===== src/sv/tpfc_pkg.sv =====
// Package for the texture pixel format converter.
// Holds the format codes, the register indexes, the stage payload structs and shared helpers.
package tpfc_pkg;

   typedef enum logic [2:0] {
      FMT_RGBA4444 = 3'd0,
      FMT_RGB565   = 3'd1,
      FMT_RGBA5551 = 3'd2,
      FMT_RGB888   = 3'd3,
      FMT_LUM8     = 3'd4,
      FMT_BGRA8888 = 3'd5,
      FMT_RGBA8888 = 3'd6
   } fmt_type;

   localparam logic REG_SOURCE_FORMAT = 1'b0;
   localparam logic REG_TARGET_FORMAT = 1'b1;

   localparam logic [2:0] FMT_RESET = 3'd6;

   typedef struct packed {
      logic [31:0] pixel;
      fmt_type     src;
      fmt_type     dst;
      logic        bypass;
   } decoded_type;

   typedef struct packed {
      logic [31:0] pixel;
      logic [7:0]  r;
      logic [7:0]  g;
      logic [7:0]  b;
      logic [7:0]  a;
      fmt_type     dst;
      logic        bypass;
   } expanded_type;

   function automatic fmt_type fold_code(input logic [2:0] code);
      fmt_type f;
      case (code)
         3'd0: f = FMT_RGBA4444;
         3'd1: f = FMT_RGB565;
         3'd2: f = FMT_RGBA5551;
         3'd3: f = FMT_RGB888;
         3'd4: f = FMT_LUM8;
         3'd5: f = FMT_BGRA8888;
         default: f = FMT_RGBA8888;
      endcase
      return f;
   endfunction

   function automatic logic [2:0] size_of_format(input fmt_type f);
      logic [2:0] n;
      case (f)
         FMT_RGBA4444: n = 3'd2;
         FMT_RGB565:   n = 3'd2;
         FMT_RGBA5551: n = 3'd2;
         FMT_RGB888:   n = 3'd3;
         FMT_LUM8:     n = 3'd1;
         default:      n = 3'd4;
      endcase
      return n;
   endfunction

   // round(v*255/31) as (510*v + 31) / 62, the divide done by reciprocal multiplication
   function automatic logic [7:0] widen5(input logic [4:0] v);
      return 8'((32'(v) * 32'd8625630 + 32'd524303) >> 20);
   endfunction

   // round(v*255/63) as (510*v + 63) / 126, the divide done by reciprocal multiplication
   function automatic logic [7:0] widen6(input logic [5:0] v);
      return 8'((32'(v) * 32'd16977390 + 32'd2097207) >> 22);
   endfunction

endpackage


===== src/sv/tpfc_if.sv =====
// Stream channel interfaces for the pixel format converter.
// Depends on nothing; valid/ready handshake with the pixel payload.
interface tpfc_req_if;
   logic        valid;
   logic        ready;
   logic [31:0] pixel_in;

   modport source (output valid, output pixel_in, input ready);
   modport sink (input valid, input pixel_in, output ready);
endinterface

interface tpfc_rsp_if;
   logic        valid;
   logic        ready;
   logic [31:0] pixel_out;
   logic [2:0]  byte_count;

   modport source (output valid, output pixel_out, output byte_count, input ready);
   modport sink (input valid, input pixel_out, input byte_count, output ready);
endinterface


===== src/sv/texture_pixel_format_converter_core.sv =====
// Texture pixel format converter: one pixel of up to four bytes in, the same pixel out in
// another format. Three register stages (decode, expand to RGBA8888, pack and mask) in that
// order; one pixel per clock goes through when the result side keeps up, and each stage holds
// its beat while the next one is stalled. Formats are set through the APB registers at byte 0
// (source) and 4 (target); the user must write them only while the pipeline is empty, which
// the block itself does not enforce.
module texture_pixel_format_converter_core
   import tpfc_pkg::*;
(
   input  logic        clock,
   input  logic        reset,
   tpfc_req_if.sink    req_port,
   tpfc_rsp_if.source  rsp_port,
   input  logic        psel,
   input  logic        penable,
   input  logic        pwrite,
   input  logic [2:0]  paddr,
   input  logic [31:0] pwdata,
   output logic [31:0] prdata,
   output logic        pready
);

   logic [2:0]   source_format_ff;
   logic [2:0]   target_format_ff;
   logic         cfg_write;
   logic         s1_valid;
   logic         s1_ready;
   decoded_type  s1_data;
   logic         s2_valid;
   logic         s2_ready;
   expanded_type s2_data;

   assign pready    = 1'b1;
   assign cfg_write = psel && penable && pwrite;

   always_ff @(posedge clock) begin
      if (reset) begin
         source_format_ff <= FMT_RESET;
         target_format_ff <= FMT_RESET;
      end else if (cfg_write) begin
         case (paddr[2])
            REG_SOURCE_FORMAT: source_format_ff <= pwdata[2:0];
            REG_TARGET_FORMAT: target_format_ff <= pwdata[2:0];
            default: ;
         endcase
      end
   end

   always_comb begin
      case (paddr[2])
         REG_SOURCE_FORMAT: prdata = {29'h0, source_format_ff};
         REG_TARGET_FORMAT: prdata = {29'h0, target_format_ff};
         default:           prdata = 32'h0;
      endcase
   end

   tpfc_decode u_decode (
      .clock     (clock),
      .reset     (reset),
      .in_valid  (req_port.valid),
      .in_ready  (req_port.ready),
      .in_pixel  (req_port.pixel_in),
      .src_code  (source_format_ff),
      .dst_code  (target_format_ff),
      .out_valid (s1_valid),
      .out_ready (s1_ready),
      .out_data  (s1_data)
   );

   tpfc_expand u_expand (
      .clock     (clock),
      .reset     (reset),
      .in_valid  (s1_valid),
      .in_ready  (s1_ready),
      .in_data   (s1_data),
      .out_valid (s2_valid),
      .out_ready (s2_ready),
      .out_data  (s2_data)
   );

   tpfc_pack u_pack (
      .clock     (clock),
      .reset     (reset),
      .in_valid  (s2_valid),
      .in_ready  (s2_ready),
      .in_data   (s2_data),
      .out_valid (rsp_port.valid),
      .out_ready (rsp_port.ready),
      .out_pixel (rsp_port.pixel_out),
      .out_count (rsp_port.byte_count)
   );

`ifndef SYNTH
   a_reset_empty: assert property (@(posedge clock) reset |=> !rsp_port.valid)
      else $error("result valid straight after reset");

   a_result_source: assert property (@(posedge clock) disable iff (reset)
      $rose(rsp_port.valid) |-> $past(s2_valid))
      else $error("result appeared without a beat in the expand stage");

   a_unused_bytes: assert property (@(posedge clock) disable iff (reset)
      rsp_port.valid && rsp_port.byte_count == 3'd1 |-> rsp_port.pixel_out[31:8] == 24'h0)
      else $error("bytes beyond the one-byte result not zero");

   a_two_byte: assert property (@(posedge clock) disable iff (reset)
      rsp_port.valid && rsp_port.byte_count == 3'd2 |-> rsp_port.pixel_out[31:16] == 16'h0)
      else $error("bytes beyond the two-byte result not zero");
`endif

endmodule


===== src/sv/tpfc_decode.sv =====
// First stage: register the beat, fold the format codes and flag equal formats.
// Depends on tpfc_pkg.
module tpfc_decode
   import tpfc_pkg::*;
(
   input  logic        clock,
   input  logic        reset,
   input  logic        in_valid,
   output logic        in_ready,
   input  logic [31:0] in_pixel,
   input  logic [2:0]  src_code,
   input  logic [2:0]  dst_code,
   output logic        out_valid,
   input  logic        out_ready,
   output decoded_type out_data
);

   logic        valid_ff;
   decoded_type data_ff;
   decoded_type data_in;

   assign in_ready = !valid_ff || out_ready;

   always_comb begin
      data_in.pixel  = in_pixel;
      data_in.src    = fold_code(src_code);
      data_in.dst    = fold_code(dst_code);
      data_in.bypass = (data_in.src == data_in.dst);
   end

   always_ff @(posedge clock) begin
      if (reset) begin
         valid_ff <= 1'b0;
      end else if (in_ready) begin
         valid_ff <= in_valid;
      end
   end

   always_ff @(posedge clock) begin
      if (in_ready && in_valid) begin
         data_ff <= data_in;
      end
   end

   assign out_valid = valid_ff;
   assign out_data  = data_ff;

endmodule


===== src/sv/tpfc_expand.sv =====
// Second stage: widen the source pixel to 8-bit R, G, B and A channels.
// Depends on tpfc_pkg.
module tpfc_expand
   import tpfc_pkg::*;
(
   input  logic         clock,
   input  logic         reset,
   input  logic         in_valid,
   output logic         in_ready,
   input  decoded_type  in_data,
   output logic         out_valid,
   input  logic         out_ready,
   output expanded_type out_data
);

   logic         valid_ff;
   expanded_type data_ff;
   expanded_type data_in;
   logic [15:0]  w;
   logic [31:0]  px;

   assign in_ready = !valid_ff || out_ready;
   assign px       = in_data.pixel;
   assign w        = px[15:0];

   always_comb begin
      data_in.pixel  = px;
      data_in.dst    = in_data.dst;
      data_in.bypass = in_data.bypass;
      case (in_data.src)
         FMT_RGBA4444: begin
            data_in.r = {w[15:12], w[15:12]};
            data_in.g = {w[11:8], w[11:8]};
            data_in.b = {w[7:4], w[7:4]};
            data_in.a = {w[3:0], w[3:0]};
         end
         FMT_RGB565: begin
            data_in.r = widen5(w[15:11]);
            data_in.g = widen6(w[10:5]);
            data_in.b = widen5(w[4:0]);
            data_in.a = 8'hFF;
         end
         FMT_RGBA5551: begin
            data_in.r = widen5(w[15:11]);
            data_in.g = widen5(w[10:6]);
            data_in.b = widen5(w[5:1]);
            data_in.a = {8{w[0]}};
         end
         FMT_RGB888: begin
            data_in.r = px[7:0];
            data_in.g = px[15:8];
            data_in.b = px[23:16];
            data_in.a = 8'hFF;
         end
         FMT_LUM8: begin
            data_in.r = px[7:0];
            data_in.g = px[7:0];
            data_in.b = px[7:0];
            data_in.a = 8'hFF;
         end
         FMT_BGRA8888: begin
            data_in.r = px[23:16];
            data_in.g = px[15:8];
            data_in.b = px[7:0];
            data_in.a = px[31:24];
         end
         default: begin
            data_in.r = px[7:0];
            data_in.g = px[15:8];
            data_in.b = px[23:16];
            data_in.a = px[31:24];
         end
      endcase
   end

   always_ff @(posedge clock) begin
      if (reset) begin
         valid_ff <= 1'b0;
      end else if (in_ready) begin
         valid_ff <= in_valid;
      end
   end

   always_ff @(posedge clock) begin
      if (in_ready && in_valid) begin
         data_ff <= data_in;
      end
   end

   assign out_valid = valid_ff;
   assign out_data  = data_ff;

endmodule


===== src/sv/tpfc_pack.sv =====
// Third stage: pack the channels into the target format, mask to its size, hold the result.
// Depends on tpfc_pkg. Equal formats pass the source pixel unpacked, still masked.
module tpfc_pack
   import tpfc_pkg::*;
(
   input  logic         clock,
   input  logic         reset,
   input  logic         in_valid,
   output logic         in_ready,
   input  expanded_type in_data,
   output logic         out_valid,
   input  logic         out_ready,
   output logic [31:0]  out_pixel,
   output logic [2:0]   out_count
);

   logic        valid_ff;
   logic [31:0] pixel_ff;
   logic [2:0]  count_ff;
   logic [31:0] pixel_in;
   logic [2:0]  count_in;
   logic [31:0] packed_px;
   logic [31:0] mask;

   assign in_ready = !valid_ff || out_ready;

   always_comb begin
      case (in_data.dst)
         FMT_RGBA4444: packed_px = {16'h0, in_data.r[7:4], in_data.g[7:4],
                                    in_data.b[7:4], in_data.a[7:4]};
         FMT_RGB565:   packed_px = {16'h0, in_data.r[7:3], in_data.g[7:2],
                                    in_data.b[7:3]};
         FMT_RGBA5551: packed_px = {16'h0, in_data.r[7:3], in_data.g[7:3],
                                    in_data.b[7:3], in_data.a[7]};
         FMT_RGB888:   packed_px = {8'h0, in_data.b, in_data.g, in_data.r};
         FMT_LUM8:     packed_px = {24'h0, in_data.r};
         FMT_BGRA8888: packed_px = {in_data.a, in_data.r, in_data.g, in_data.b};
         default:      packed_px = {in_data.a, in_data.b, in_data.g, in_data.r};
      endcase
      count_in = size_of_format(in_data.dst);
      case (count_in)
         3'd1:    mask = 32'h0000_00FF;
         3'd2:    mask = 32'h0000_FFFF;
         3'd3:    mask = 32'h00FF_FFFF;
         default: mask = 32'hFFFF_FFFF;
      endcase
      pixel_in = (in_data.bypass ? in_data.pixel : packed_px) & mask;
   end

   always_ff @(posedge clock) begin
      if (reset) begin
         valid_ff <= 1'b0;
      end else if (in_ready) begin
         valid_ff <= in_valid;
      end
   end

   always_ff @(posedge clock) begin
      if (in_ready && in_valid) begin
         pixel_ff <= pixel_in;
         count_ff <= count_in;
      end
   end

   assign out_valid = valid_ff;
   assign out_pixel = pixel_ff;
   assign out_count = count_ff;

endmodule


===== src/flat_wrapper.sv =====
// flat-port wrapper written by rule: the top's interface ports become plain ports
module texture_pixel_format_converter_core_flat import tpfc_pkg::*;
  (clock, reset, psel, penable, pwrite, paddr, pwdata, prdata, pready, req_port_valid, req_port_pixel_in, req_port_ready, rsp_port_valid, rsp_port_pixel_out, rsp_port_byte_count, rsp_port_ready);
  tpfc_req_if req_port_i ();
  tpfc_rsp_if rsp_port_i ();
  input  logic clock;
  input  logic reset;
  input  logic psel;
  input  logic penable;
  input  logic pwrite;
  input  logic [2:0] paddr;
  input  logic [31:0] pwdata;
  output logic [31:0] prdata;
  output logic pready;
  input wire logic [$bits(req_port_i.valid)-1:0] req_port_valid;
  input wire logic [$bits(req_port_i.pixel_in)-1:0] req_port_pixel_in;
  output wire logic [$bits(req_port_i.ready)-1:0] req_port_ready;
  output wire logic [$bits(rsp_port_i.valid)-1:0] rsp_port_valid;
  output wire logic [$bits(rsp_port_i.pixel_out)-1:0] rsp_port_pixel_out;
  output wire logic [$bits(rsp_port_i.byte_count)-1:0] rsp_port_byte_count;
  input wire logic [$bits(rsp_port_i.ready)-1:0] rsp_port_ready;
  assign req_port_i.valid = req_port_valid;
  assign req_port_i.pixel_in = req_port_pixel_in;
  assign req_port_ready = req_port_i.ready;
  assign rsp_port_valid = rsp_port_i.valid;
  assign rsp_port_pixel_out = rsp_port_i.pixel_out;
  assign rsp_port_byte_count = rsp_port_i.byte_count;
  assign rsp_port_i.ready = rsp_port_ready;
  texture_pixel_format_converter_core u_core (.clock(clock), .reset(reset), .req_port(req_port_i), .rsp_port(rsp_port_i), .psel(psel), .penable(penable), .pwrite(pwrite), .paddr(paddr), .pwdata(pwdata), .prdata(prdata), .pready(pready));
endmodule

===== config.mk =====
export PLATFORM = sky130hd
export DESIGN_NAME = texture_pixel_format_converter_core_flat
export DESIGN_NICKNAME = d
export VERILOG_FILES = /design/src/sv/tpfc_pkg.sv /design/src/sv/tpfc_if.sv /design/src/sv/texture_pixel_format_converter_core.sv /design/src/sv/tpfc_decode.sv /design/src/sv/tpfc_expand.sv /design/src/sv/tpfc_pack.sv /design/src/flat_wrapper.sv
export SDC_FILE = /design/constraint.sdc
export NUM_CORES = 1
export LEC_CHECK = 0
export BUFFER_PORTS_ARGS = -buffer_cell sky130_fd_sc_hd__buf_2
export CORE_MARGIN = 5
export CORE_UTILIZATION = 40
export DETAILED_ROUTE_END_ITERATION = 6
export GPL_ROUTABILITY_DRIVEN = 0
export GPL_TIMING_DRIVEN = 1
export SYNTH_ARGS = -nofsm -noshare
export SYNTH_HDL_FRONTEND = slang
export SYNTH_SLANG_ARGS = --single-unit

===== constraint.sdc =====
create_clock -name clock -period 8.54 [get_ports clock]
set_input_delay 1.708 -clock clock [delete_from_list [all_inputs] [get_ports clock]]
set_output_delay 1.708 -clock clock [all_outputs]
set_load 0.005 [all_outputs]

* Word level (Yosys, flattened, before mapping)
Index checks and enable logic that the tools add are counted.
Storage, ports and cells: word-level logic and storage cells 80, output and inout bits 70, flip-flop bits (word level) 151, input bits 74
Cells by class: multiply operators 5, add/subtract/negate cells 5, equal/unequal tests 24, multiplexer cells 8, reductions and logical operators 18, bitwise operators 2
Operators with widths (count):
- 32-bit case mux with 6 select lines | 2
- 28-bit by 20-bit adder with 28-bit output (second input constant) | 4
- 5-bit by 23-bit multiplier with 27-bit output (second input constant) | 4
- 32-bit case mux with 3 select lines | 1
- 32-bit case mux with 2 select lines | 1
- 3-bit case mux with 6 select lines | 2
- 32-bit bitwise AND | 1
- 32-bit 2-to-1 mux | 1
- 30-bit by 22-bit adder with 30-bit output (second input constant) | 1
- 3-bit by 2-bit == test with 1-bit output (second input constant) | 10
- 6-bit by 24-bit multiplier with 29-bit output (second input constant) | 1
- 3-bit == test (second input constant) | 8
- 3-bit by 1-bit == test with 1-bit output (second input constant) | 5
- 3-bit logical NOT | 4
- 3-bit case mux with 3 select lines | 1
- 1-bit logical AND | 5
- 2-bit AND reduction | 2
- 3-bit == test | 1
- 1-bit logical NOT | 3
- 1-bit logical OR | 3
- 3-bit OR reduction | 1
- 1-bit inverter | 1

* Logic depth before layout (Yosys ltp)
Gate-level depths: netlist (run 1).
word-level depth 6, depth in mapped cells 21

* By module
A second synthesis (run 1) with hierarchy kept.
Unflattened totals: cells, all modules 1943, area total of the unflattened synthesis 17764.5 µm²
Modules (own cells, without submodules):
- tpfc_expand | area an instance 13651.8 µm², cells each 1606, sequential area each 2062.0 µm², instances 1
- tpfc_pack | area an instance 2293.4 µm², cells each 221, sequential area each 1071.0 µm², instances 1
- tpfc_decode | area an instance 1290.0 µm², cells each 57, sequential area each 1191.1 µm², instances 1
- texture_pixel_format_converter_core | area an instance 529.3 µm², cells each 59, sequential area each 120.1 µm², instances 1

* Worst setup path after synthesis (run 1)
OpenSTA, ideal clock, no wires.
kind input to register, start point in rsp_port_ready, end point reg u_core.u_expand.data_ff, in the netlist u_core.u_expand.out_data[0] (enable), data arrival time 6751 ps, setup slack 1191 ps, cell stages on the path 2, cells stage by stage nor2b_1 > a21boi_0
On the way: longest elaborated chain between the ends 3
Ends and longest elaborated chain:
- start: declaration | RTL line flat_wrapper.sv:21 | input wire logic [$bits(rsp_port_i.ready)-1:0] rsp_port_ready;
- 1-bit logical OR | RTL line tpfc_pack.sv:25 | assign in_ready = !valid_ff || out_ready;
- 1-bit logical OR | RTL line tpfc_expand.sv:22 | assign in_ready = !valid_ff || out_ready;
- 1-bit logical AND | RTL line tpfc_expand.sv:85 | if (in_ready && in_valid) begin
- end signal: assignment | RTL line tpfc_expand.sv:86 | data_ff <= data_in;
- end: declaration | RTL line tpfc_expand.sv:17 | expanded_type data_ff;
Every way passes these cells. A chain may end at the register's enable or synchronous reset.

==> results.sh, run 1 <==
export IMPL_drt_total_wl_um=46640
export IMPL_synthCells=1940
export IMPL_clkPwrFrac_pct=15.1
export IMPL_crit_type="reg2reg"
export IMPL_synthFlopType="edfxtp_1"
export IMPL_ir_drop_mv=0.1443
export IMPL_dr_pass1_iters=5
export IMPL_slew_headroom_pct=29.14
export IMPL_ios=144
export IMPL_vias=14640
export IMPL_cap_violations=0
export IMPL_seqCellArea_um2=4444
export IMPL_required_ns=8.72
export IMPL_antenna_found_initial=0
export IMPL_antenna_cells=0
export IMPL_p_comb_share_pct=66.2
export IMPL_mostFrequentLayoutCell="ha_1"
export IMPL_start_util_pct=40.31
export IMPL_cts_resized=0
export IMPL_hold_viol_final=0
export IMPL_startpoint_type="flop"
export IMPL_grt_pass1_wl_um=75000
export IMPL_synth_top_cells_by_area="edfxtp_1, ha_1, fa_1, a21oi_1, inv_1"
export IMPL_cts_sinks=151
export IMPL_finalSetupViolCount=0
export IMPL_avgSynthCellArea_um2=8.910
export IMPL_drt_iter0_markers=1016
export IMPL_viasPerCell=5.689
export IMPL_synth_top_area_share_pct=24.67
export IMPL_htreeDepth=4
export IMPL_grt_max_degree=69
export IMPL_die_y_um=217.9
export IMPL_crit_path_end_kind="flop"
export IMPL_path_max_fanout=10
export IMPL_path_clk_slew_ns=0.07
export IMPL_p_sw_share_pct=47.85
export IMPL_post_cts_setup_buffers=0
export IMPL_finalSetupTns_ns=0
export IMPL_ant_nets=0
export IMPL_fillers=4177
export IMPL_p_int_mw=2.539
export IMPL_rsz0062_at_grt="false"
export IMPL_dp_hpwl_um=36270
export IMPL_powerDensity_nw_per_um2=260.3
export IMPL_grt_pass1_vias=14020
export IMPL_worst_clock_skew_ns=0.01177
export IMPL_clockBufferDepth=2
export IMPL_worstPathArrival_ns=6.81
export IMPL_synth_warnings=0
export IMPL_syn_area_um2=17290
export IMPL_die_area_um2=47470
export IMPL_areaGrowthSynthToFinish_pct=8.244
export IMPL_io_buffers=82
export IMPL_pwr_share_seq_pct=18.7
export IMPL_cts_hold_buffers=0
export IMPL_p_sw_mw=2.330
export IMPL_clock_tree_root_cell="clkbuf_16"
export IMPL_drive_above_1_share_pct=9.201
export IMPL_cts_buffers=17
export IMPL_power_total_mw=4.870
export IMPL_layout_nets=2320
export IMPL_ys_types=95
export IMPL_slew_viol_final=0
export IMPL_route_detailed_drc=0
export IMPL_seq_area_frac_synth_pct=25.71
export IMPL_clkLatencyLatePin_ns=0.43
export IMPL_ys_async_sr_fraction_pct=0
export IMPL_cp_slowest_cell="edfxtp_1"
export IMPL_cts_tree="done"
export IMPL_hp_class="reg2reg"
export IMPL_path_cells="clkinv_1 > ha_1 > fa_1 > inv_1 > fa_1 > inv_1 > ha_1 > a21oi_2 > a21boi_0 > a2111o_1 > a2111oi_0 > o2111ai_1 > nor4_2 > a31oi_1 > nor3_2 > and3_1 > nor3_1 > o32a_1"
export IMPL_multi_input_area_um2=11740
export IMPL_fin_crit_sh_pct=77.65
export IMPL_max_stage_delay_ns=0.74
export IMPL_die_w_um=217.9
export IMPL_max_freq_ghz=0.1508
export IMPL_overflow=0
export IMPL_status="finished, final reports clean"
export IMPL_hold_slack_ns=0.4191
export IMPL_fp_row_count=76
export IMPL_globalRouteTotalUtil_pct=19.21
export IMPL_worst_pin_slew_ns=1.059
export IMPL_post_drt_wl_per_cell_um=18.12
export IMPL_core_region_area_um2=42890
export IMPL_ys_seq_elements=151
export IMPL_leakage_nw=7.971
export IMPL_synth_edf_count=142
export IMPL_period_minus_slack_ns=6.632
export IMPL_layout_common_cells="ha_1, inv_1, a21oi_1"
export IMPL_synth_top_area_cell="edfxtp_1"
==> power by group through the flow <==
| stage | sequential [mW] | combinational (mW) | clock [mW] |
|---|---|---|---|
| floorplan | 0.910 | 2.50 | 0 |
| global placement | 0.924 | 3.11 | 0 |
| finish | 0.910 | 3.23 | 0.734 |
| detailed placement | 0.925 | 3.17 | 0 |
| global route | 0.914 | 3.61 | 0.776 |
| CTS | 0.909 | 3.20 | 0.747 |
==> cell families after synthesis <==
logic type | Yosys count | synth area share (%)
AO/OA/AOI/OAI | 583 | 22.39
XOR/XNOR | 93 | 4.712
adder cells (fa/ha/maj) | 271 | 23.12
buffers and inverters | 293 | 7.159
flip-flops | 151 | 25.71
multiplexers | 37 | 2.201
other | 2 | 0.04345
AND/OR/NAND/NOR | 510 | 14.67
==> layout make-up <==
class / count / area share [%]
timing repair buffer: 97 / 2.795
sequential: 151 / 23.75
clock inverter: 14 / 0.7757
inverter: 185 / 3.711
clock buffer: 18 / 2.294
tap: 585 / 3.912
multi-input combinational: 1524 / 62.76
==> registers in the layout, summed over array words and instances, names as in the netlist <==
name                       flops
u_core.source_format_ff        3
u_core.u_pack.out_valid        1
u_core.u_pack.out_pixel       32
u_core.u_expand.out_valid      1
u_core.target_format_ff        3
u_core.u_pack.out_count        3
u_core.u_decode.out_data      39
u_core.u_decode.out_valid      1
u_core.u_expand.out_data      68
==> worst max-delay path, delay by kind of cell, from the launching register on <==
kind                       cells  cell delay [ns]
AOI/OAI and AO/OA              7             1.99
DFF                            1             0.74
adders and majority gates      4             1.98
and+or+nand+nor                4             0.98
buffers and inverters          3             0.72
==> metrics by stage <==
step | std cells | cell area [um^2] | setup WS (ns) | utilization, %
final | 2574 | 18710 | 1.908 | 43.63
after global routing | 2574 | 18710 | 1.461 | 43.63
after CTS | 2574 | 18710 | 2.030 | 43.63
after detailed placement | 2542 | 18140 | 2.022 | 42.29
after global placement | 2542 | 18140 | 2.092 | 42.29
after floorplan | 1968 | 17390 | 1.191 | -
==> metal layers <==
layer  vias up  part of all wire, %  track usage, %
met1      7094                   46           27.41
met5         -                    0               0
met2       411                   47           31.53
met4         0                  2.1           4.982
li1       7081                    -               -
met3        57                  4.6           1.735
==> cell usage after synthesis (all sizes together), types with 11 or more instances <==
library cell / count
xnor2: 68
o21ai: 116
a21oi: 165
o21a: 25
fa: 81
a221oi: 11
nand2: 116
a21o: 34
and3: 20
a22oi: 22
or2: 18
nand4: 21
a22o: 12
o211ai: 18
a211o: 11
inv: 182
mux2i: 29
ha: 189
o31ai: 11
a2111oi: 15
nor3: 39
o2111ai: 13
xor2: 25
buf: 51
a31oi: 16
edfxtp: 142
a211oi: 23
nand3: 30
nor2: 154
and2: 14
or3: 11
nand2b: 22
o22ai: 13
nor2b: 25
clkbuf: 57
o21bai: 12
==> worst paths after layout <==
kind	from	endpoint	slack, ns	cells past startpoint
worst min register to register	u_core.u_decode.out_data[2]	u_core.u_expand.out_data[2]	0.42	0
worst max register to register	u_core.u_decode.out_data[14]	u_core.u_expand.out_data[25]	1.91	18
worst min-delay path	u_core.u_decode.out_data[2]	u_core.u_expand.out_data[2]	0.42	0
worst max-delay path	u_core.u_decode.out_data[14]	u_core.u_expand.out_data[25]	1.91	18
Note: power is estimated with default switching activity, not from simulation.
==> run 2: changes to the inputs <==
==> constraint.sdc (replaced) <==
create_clock -name clock -period 6.9 [get_ports clock]
set_input_delay 1.38 -clock clock [delete_from_list [all_inputs] [get_ports clock]]
set_output_delay 1.38 -clock clock [all_outputs]
set_load 0.005 [all_outputs]
==> run 2 against run 1 <==
Net effect:
- critical path depth did not move
- via count fell by 0.25%
- clock skew rose by 0.0027 ns
- setup slack got worse by 1.1 ns
- cell area rose by 0.39%
- power rose by 25%
- sequential share of layout area fell by 0.092 points
- clock power rose by 30%
- non-clock buffer count rose by 7
- first-iteration DRC count fell by 3.2%
- sequential power rose by 23%
- maximum frequency rose by 8.5%
- critical path type unchanged
- largest cell class unchanged
==> results.sh, run 2 (same netlist as run 1, synthesis figures left out) <==
export IMPL_hold_depth=0
export IMPL_clkPwrFrac_pct=15.7
export IMPL_die_area_um2=47470
export IMPL_die_y_um=217.9
export IMPL_clock_tree_root_cell="clkbuf_16"
export IMPL_post_cts_setup_buffers=0
export IMPL_cts_sinks=151
export IMPL_finalSetupTns_ns=0
export IMPL_drt_total_wl_um=46710
export IMPL_powerDensity_nw_per_um2=323.8
export IMPL_layout_common_cells="ha_1, inv_1, a21oi_1"
export IMPL_p_sw_mw=2.902
export IMPL_crit_path_end_kind="flop"
export IMPL_startpoint_type="flop"
export IMPL_finalWorstSetupSlack_ns=0.7859
export IMPL_worst_clock_skew_ns=0.01444
export IMPL_cts_hold_buffers=0
export IMPL_fp_row_count=76
export IMPL_cts_tree="done"
export IMPL_rr_endpoint="u_core.u_expand.out_data[25]"
export IMPL_worst_pin_slew_ns=1.095
export IMPL_path_clk_slew_ns=0.07
export IMPL_cap_violations=0
export IMPL_period_minus_slack_ns=6.114
export IMPL_areaGrowthSynthToFinish_pct=8.664
export IMPL_fin_crit_sh_pct=88.61
export IMPL_clockBufferDepth=2
export IMPL_ios=144
export IMPL_core_region_area_um2=42890
export IMPL_r2r_slack_ns=0.79
export IMPL_vias=14610
export IMPL_dp_slack_ns=0.8147
export IMPL_p_comb_share_pct=65.8
export IMPL_p_int_mw=3.180
export IMPL_grt_pass1_vias=14200
export IMPL_ant_nets=0
export IMPL_hold_start="u_core.u_decode.out_data[0]"
export IMPL_p_sw_share_pct=47.71
export IMPL_antenna_cells=0
export IMPL_ir_drop_mv=0.1845
export IMPL_drt_iter0_markers=983
export IMPL_r2r_cells=18
export IMPL_grt_max_degree=69
export IMPL_start_util_pct=40.31
export IMPL_dr_pass1_iters=5
export IMPL_pwr_share_seq_pct=18.4
export IMPL_slew_viol_final=0
export IMPL_post_drt_wl_per_cell_um=18.10
export IMPL_required_ns=7.09
export IMPL_path_cells="clkinv_1 > ha_1 > fa_1 > inv_1 > fa_1 > inv_1 > ha_1 > a21oi_2 > a21boi_0 > a2111o_1 > a2111oi_0 > o2111ai_1 > nor4_2 > a31oi_1 > nor3_2 > and3_1 > nor3_1 > o32a_1"
export IMPL_mostFrequentLayoutCell="ha_1"
export IMPL_max_freq_ghz=0.1636
export IMPL_cts_resized=0
export IMPL_grt_pass1_wl_um=75690
export IMPL_hold_viol_final=0
export IMPL_crit_type="reg2reg"
export IMPL_viasPerCell=5.659
export IMPL_leakage_nw=8.002
export IMPL_path_max_fanout=10
export IMPL_io_buffers=82
export IMPL_cp_slowest_cell="ha_1"
export IMPL_rsz0062_at_grt="false"
export IMPL_dp_hpwl_um=36500
export IMPL_clkLatencyLatePin_ns=0.44
export IMPL_overflow=0
export IMPL_die_w_um=217.9
export IMPL_route_detailed_drc=0
export IMPL_finalSetupViolCount=0
export IMPL_globalRouteTotalUtil_pct=19.46
export IMPL_hold_path_end="u_core.u_expand.out_data[0]"
export IMPL_status="finished, final reports clean"
export IMPL_slew_headroom_pct=27.03
export IMPL_worstPathArrival_ns=6.30
export IMPL_htreeDepth=4
export IMPL_max_stage_delay_ns=0.59
export IMPL_hp_class="reg2reg"
export IMPL_largest_reg_flops=68
export IMPL_cts_buffers=17
export IMPL_r2r_start="u_core.u_decode.out_data[14]"
export IMPL_antenna_found_initial=0
export IMPL_drive_above_1_share_pct=9.519
export IMPL_layout_nets=2327
==> run 2: cell count changes in the layout (fill, tap and decap cells not counted) <==
cell / previous run / this run
buf_4: 15 / 22
clkinvlp_4: 0 / 3
clkinv_2: 3 / 1
bufinv_16: 1 / 2
clkbuf_1: 1 / 0
clkinv_1: 3 / 4
clkinv_4: 4 / 3
clkinv_8: 1 / 0
inv_6: 3 / 2
inv_8: 2 / 3
==> run 2: metal layers <==
metal / part of all wire (%) / global-route usage [%] / routed length, um / up-vias
met5: 0 / 0 / 0 / -
met3: 5.2 / 2.221 / 2423 / 53
li1: - / - / - / 7100
met1: 46 / 28.05 / 21660 / 7023
met2: 47 / 31.49 / 21770 / 430
met4: 1.8 / 4.605 / 856 / 0
==> run 2: how the worst max path moves through the flow <==
stage,startpoint,to,cells past startpoint
6_report,u_core.u_decode.out_data[14],u_core.u_expand.out_data[25],18
3_3_place_gp,u_core.u_decode.out_data[14],u_core.u_expand.out_data[25],18
3_5_place_dp,u_core.u_decode.out_data[14],u_core.u_expand.out_data[25],18
4_1_cts,u_core.u_decode.out_data[14],u_core.u_expand.out_data[25],18
2_1_floorplan,u_core.u_decode.out_data[13],u_core.u_expand.out_data[25],19
5_1_grt,u_core.u_decode.out_data[15],u_core.u_expand.out_data[25],17
==> run 2: critical path, delay by kind of cell (launching register included) <==
family                   cells  cell delay [ns]
flip-flops                   1             0.35
adder cells (fa/ha/maj)      4             2.00
AO/OA/AOI/OAI                7             1.99
buffers and inverters        3             0.55
AND/OR/NAND/NOR              4             0.97
==> run 2: per-stage QoR <==
step                cells  total power [mW]  util (%)  hold slack (ns)  instance area, um^2
floorplan            1968             4.215         -           0.4003                17390
global placement     2549             5.006     42.41           0.4056                18190
detailed placement   2549             5.076     42.41           0.4056                18190
CTS                  2581             6.058     43.80           0.4214                18780
global route         2581             6.630     43.80           0.4354                18780
finish               2581             6.083     43.80           0.4258                18780
==> run 2: cell type report <==
cell class | instances | area (um^2)
well taps | 585 | 732.0
multi-input cells | 1524 | 11740
flip-flops and latches | 151 | 4444
clock inverters | 15 | 168.9
inverters | 185 | 694.4
clock buffers | 17 | 425.4
fillers | 4221 | 24100
repair buffers | 104 | 575.6
==> run 2: power groups by stage <==
stage          sequential [mW]  combinational, mW  clock, mW
6_report                  1.12               4.00      0.956
5_1_grt                   1.13               4.49       1.01
4_1_cts                   1.12               3.97      0.969
3_5_place_dp              1.14               3.93          0
3_3_place_gp              1.14               3.86          0
2_1_floorplan             1.12               3.09          0
==> run 3: changes to the inputs <==
--- a/config.mk
+++ b/config.mk
@@ -6,11 +6,13 @@
 export NUM_CORES = 1
 export LEC_CHECK = 0
 export BUFFER_PORTS_ARGS = -buffer_cell sky130_fd_sc_hd__buf_2
+export CORE_ASPECT_RATIO = 1.5
 export CORE_MARGIN = 5
 export CORE_UTILIZATION = 40
 export DETAILED_ROUTE_END_ITERATION = 6
 export GPL_ROUTABILITY_DRIVEN = 0
 export GPL_TIMING_DRIVEN = 1
+export RECOVER_POWER = 50
 export SYNTH_ARGS = -nofsm -noshare
 export SYNTH_HDL_FRONTEND = slang
 export SYNTH_SLANG_ARGS = --single-unit
==> run 3 against run 2 <==
Net effect:
- the flow now finishes with violations (max-capacitance violations, max-slew violations)
- critical endpoint is now u_core.u_expand.out_data[35]
- setup slack got worse by 0.13 ns
- via count rose by 0.76%
- cell area fell by 0.33%
- non-clock buffer count rose by 7
- sequential power barely moved
- final cell count fell by 0.31%
- worst hold slack got worse by 0.0081 ns
==> results.sh, run 3 (same netlist as run 1, synthesis figures left out) <==
export IMPL_finalSetupViolCount=0
export IMPL_io_buffers=82
export IMPL_grt_pass1_vias=14560
export IMPL_die_area_um2=47560
export IMPL_cts_tree="done"
export IMPL_startpoint_type="flop"
export IMPL_ios=144
export IMPL_finalSetupTns_ns=0
export IMPL_hold_depth=0
export IMPL_rsz0062_at_grt="false"
export IMPL_seqCellArea_um2=4444
export IMPL_areaGrowthSynthToFinish_pct=8.310
export IMPL_mostFrequentLayoutCell="ha_1"
export IMPL_path_clk_slew_ns=0.07
export IMPL_fin_crit_sh_pct=90.48
export IMPL_clockBufferDepth=2
export IMPL_grt_max_degree=69
export IMPL_drt_iter0_markers=1101
export IMPL_crit_path_end_kind="flop"
export IMPL_max_freq_ghz=0.1602
export IMPL_die_w_um=179.7
export IMPL_htreeDepth=4
export IMPL_viasPerCell=5.720
export IMPL_slew_headroom_pct=-92.54
export IMPL_r2r_start="u_core.u_decode.out_data[22]"
export IMPL_fin_area_um2=18720
export IMPL_slew_viol_final=36
export IMPL_period_minus_slack_ns=6.243
export IMPL_globalRouteTotalUtil_pct=19.31
export IMPL_max_stage_delay_ns=0.77
export IMPL_r2r_slack_ns=0.66
export IMPL_cp_slowest_cell="clkbuf_1"
export IMPL_grt_pass1_wl_um=75850
export IMPL_worst_pin_slew_ns=2.882
export IMPL_die_y_um=264.6
export IMPL_cts_resized=0
export IMPL_dr_pass1_iters=6
export IMPL_path_max_fanout=12
export IMPL_rr_endpoint="u_core.u_expand.out_data[35]"
export IMPL_core_region_area_um2=42820
export IMPL_multi_input_area_um2=11720
export IMPL_largest_reg_flops=68
export IMPL_cts_hold_buffers=0
export IMPL_cap_violations=1
export IMPL_layout_nets=2334
export IMPL_fp_row_count=93
export IMPL_layout_common_cells="ha_1, inv_1, a21oi_1"
export IMPL_post_cts_setup_buffers=0
export IMPL_violations="max-capacitance violations, max-slew violations"
export IMPL_path_cells="clkbuf_1 > fa_1 > ha_1 > fa_1 > ha_1 > a21oi_1 > nor2b_1 > a2111oi_0 > nand3_1 > nor4_1 > o2111ai_1 > nor4_1 > a31o_2 > nor3b_1 > xnor2_1 > o21ai_1"
export IMPL_required_ns=7.05
export IMPL_drive_above_1_share_pct=7.639
export IMPL_placed_area_um2=18220
export IMPL_crit_type="reg2reg"
export IMPL_fillers=4295
export IMPL_start_util_pct=40.37
export IMPL_leakage_nw=7.921
export IMPL_drt_total_wl_um=47480
export IMPL_cts_sinks=151
export IMPL_worst_clock_skew_ns=0.01756
export IMPL_ir_drop_mv=0.1604
export IMPL_route_detailed_drc=0
export IMPL_antenna_cells=0
export IMPL_clkLatencyLatePin_ns=0.44
export IMPL_dp_hpwl_um=37780
export IMPL_clock_tree_root_cell="clkbuf_16"
export IMPL_hold_start="u_core.u_decode.out_data[2]"
export IMPL_cts_buffers=17
export IMPL_hp_class="reg2reg"
export IMPL_r2r_cells=16
export IMPL_vias=14720
export IMPL_hold_viol_final=0
export IMPL_post_drt_wl_per_cell_um=18.45
export IMPL_ant_nets=0
export IMPL_powerDensity_nw_per_um2=324.9
export IMPL_worstPathArrival_ns=6.40
export IMPL_hold_path_end="u_core.u_expand.out_data[2]"
export IMPL_status="finished with violations"
export IMPL_antenna_found_initial=1
export IMPL_overflow=0
## run 3: changes by cell type in the layout (fill, tap and decap cells not counted), sizes merged
cell	previous run	this run
clkbuf	17	57
buf	104	71
inv	187	191
clkinvlp	3	0
bufinv	2	1
## run 3: through the flow
step	std cells	utilization (%)	total power, mW	hold slack, ns	worst slack, ns
floorplan	1968	-	4.215	0.4003	1.368
global placement	2541	42.55	5.038	0.4051	0.8429
detailed placement	2541	42.55	5.101	0.4045	0.7997
CTS	2573	43.96	6.076	0.4178	0.7845
global route	2573	43.72	6.601	0.4408	0.3427
finish	2573	43.72	6.083	0.4177	0.6566
## run 3: critical path: cells and delay by family (launching register included)
kind / cells / cell delay (ns)
AOI/OAI and AO/OA: 5 / 1.51
xor gates and xnor gates: 1 / 0.21
adders and majority gates: 4 / 1.82
buffers and inverters: 1 / 0.77
DFF: 1 / 0.32
and+or+nand+nor: 5 / 1.32
## run 3: worst max-delay path by stage
| stage | startpoint | endpoint | slack, ns | cells past startpoint |
|---|---|---|---|---|
| 2_1_floorplan | u_core.u_decode.out_data[13] | u_core.u_expand.out_data[25] | 1.37 | 19 |
| 3_3_place_gp | u_core.u_decode.out_data[15] | u_core.u_expand.out_data[25] | 0.84 | 17 |
| 3_5_place_dp | u_core.u_decode.out_data[15] | u_core.u_expand.out_data[25] | 0.80 | 17 |
| 4_1_cts | u_core.u_decode.out_data[16] | u_core.u_expand.out_data[25] | 0.78 | 19 |
| 5_1_grt | u_core.u_decode.out_data[16] | u_core.u_expand.out_data[25] | 0.34 | 19 |
| 6_report | u_core.u_decode.out_data[22] | u_core.u_expand.out_data[35] | 0.66 | 16 |
## run 3: routing by layer
metal / routed length (um) / global-route usage [%] / vias up
li1: - / - / 7118
met1: 18640 / 21.93 / 7082
met2: 25140 / 36.69 / 419
met3: 1754 / 2.128 / 98
met4: 1944 / 7.748 / 0
met5: 0 / 0 / -
## run 3: layout make-up
cell class | instances | area share (%)
Multi-Input combinational cell | 1524 | 62.60
Timing Repair Buffer | 111 | 2.921
Sequential cell | 151 | 23.74
Clock inverter | 15 | 0.9490
Tap cell | 570 | 3.809
Inverter | 185 | 3.709
Clock buffer | 17 | 2.272
## run 3: where the power goes
| part | switching (mW) | internal, mW |
|---|---|---|
| Combinational | 2.46 | 1.57 |
| Sequential | 0.0483 | 1.06 |
| Clock | 0.427 | 0.518 |
| Total | 2.93 | 3.15 |
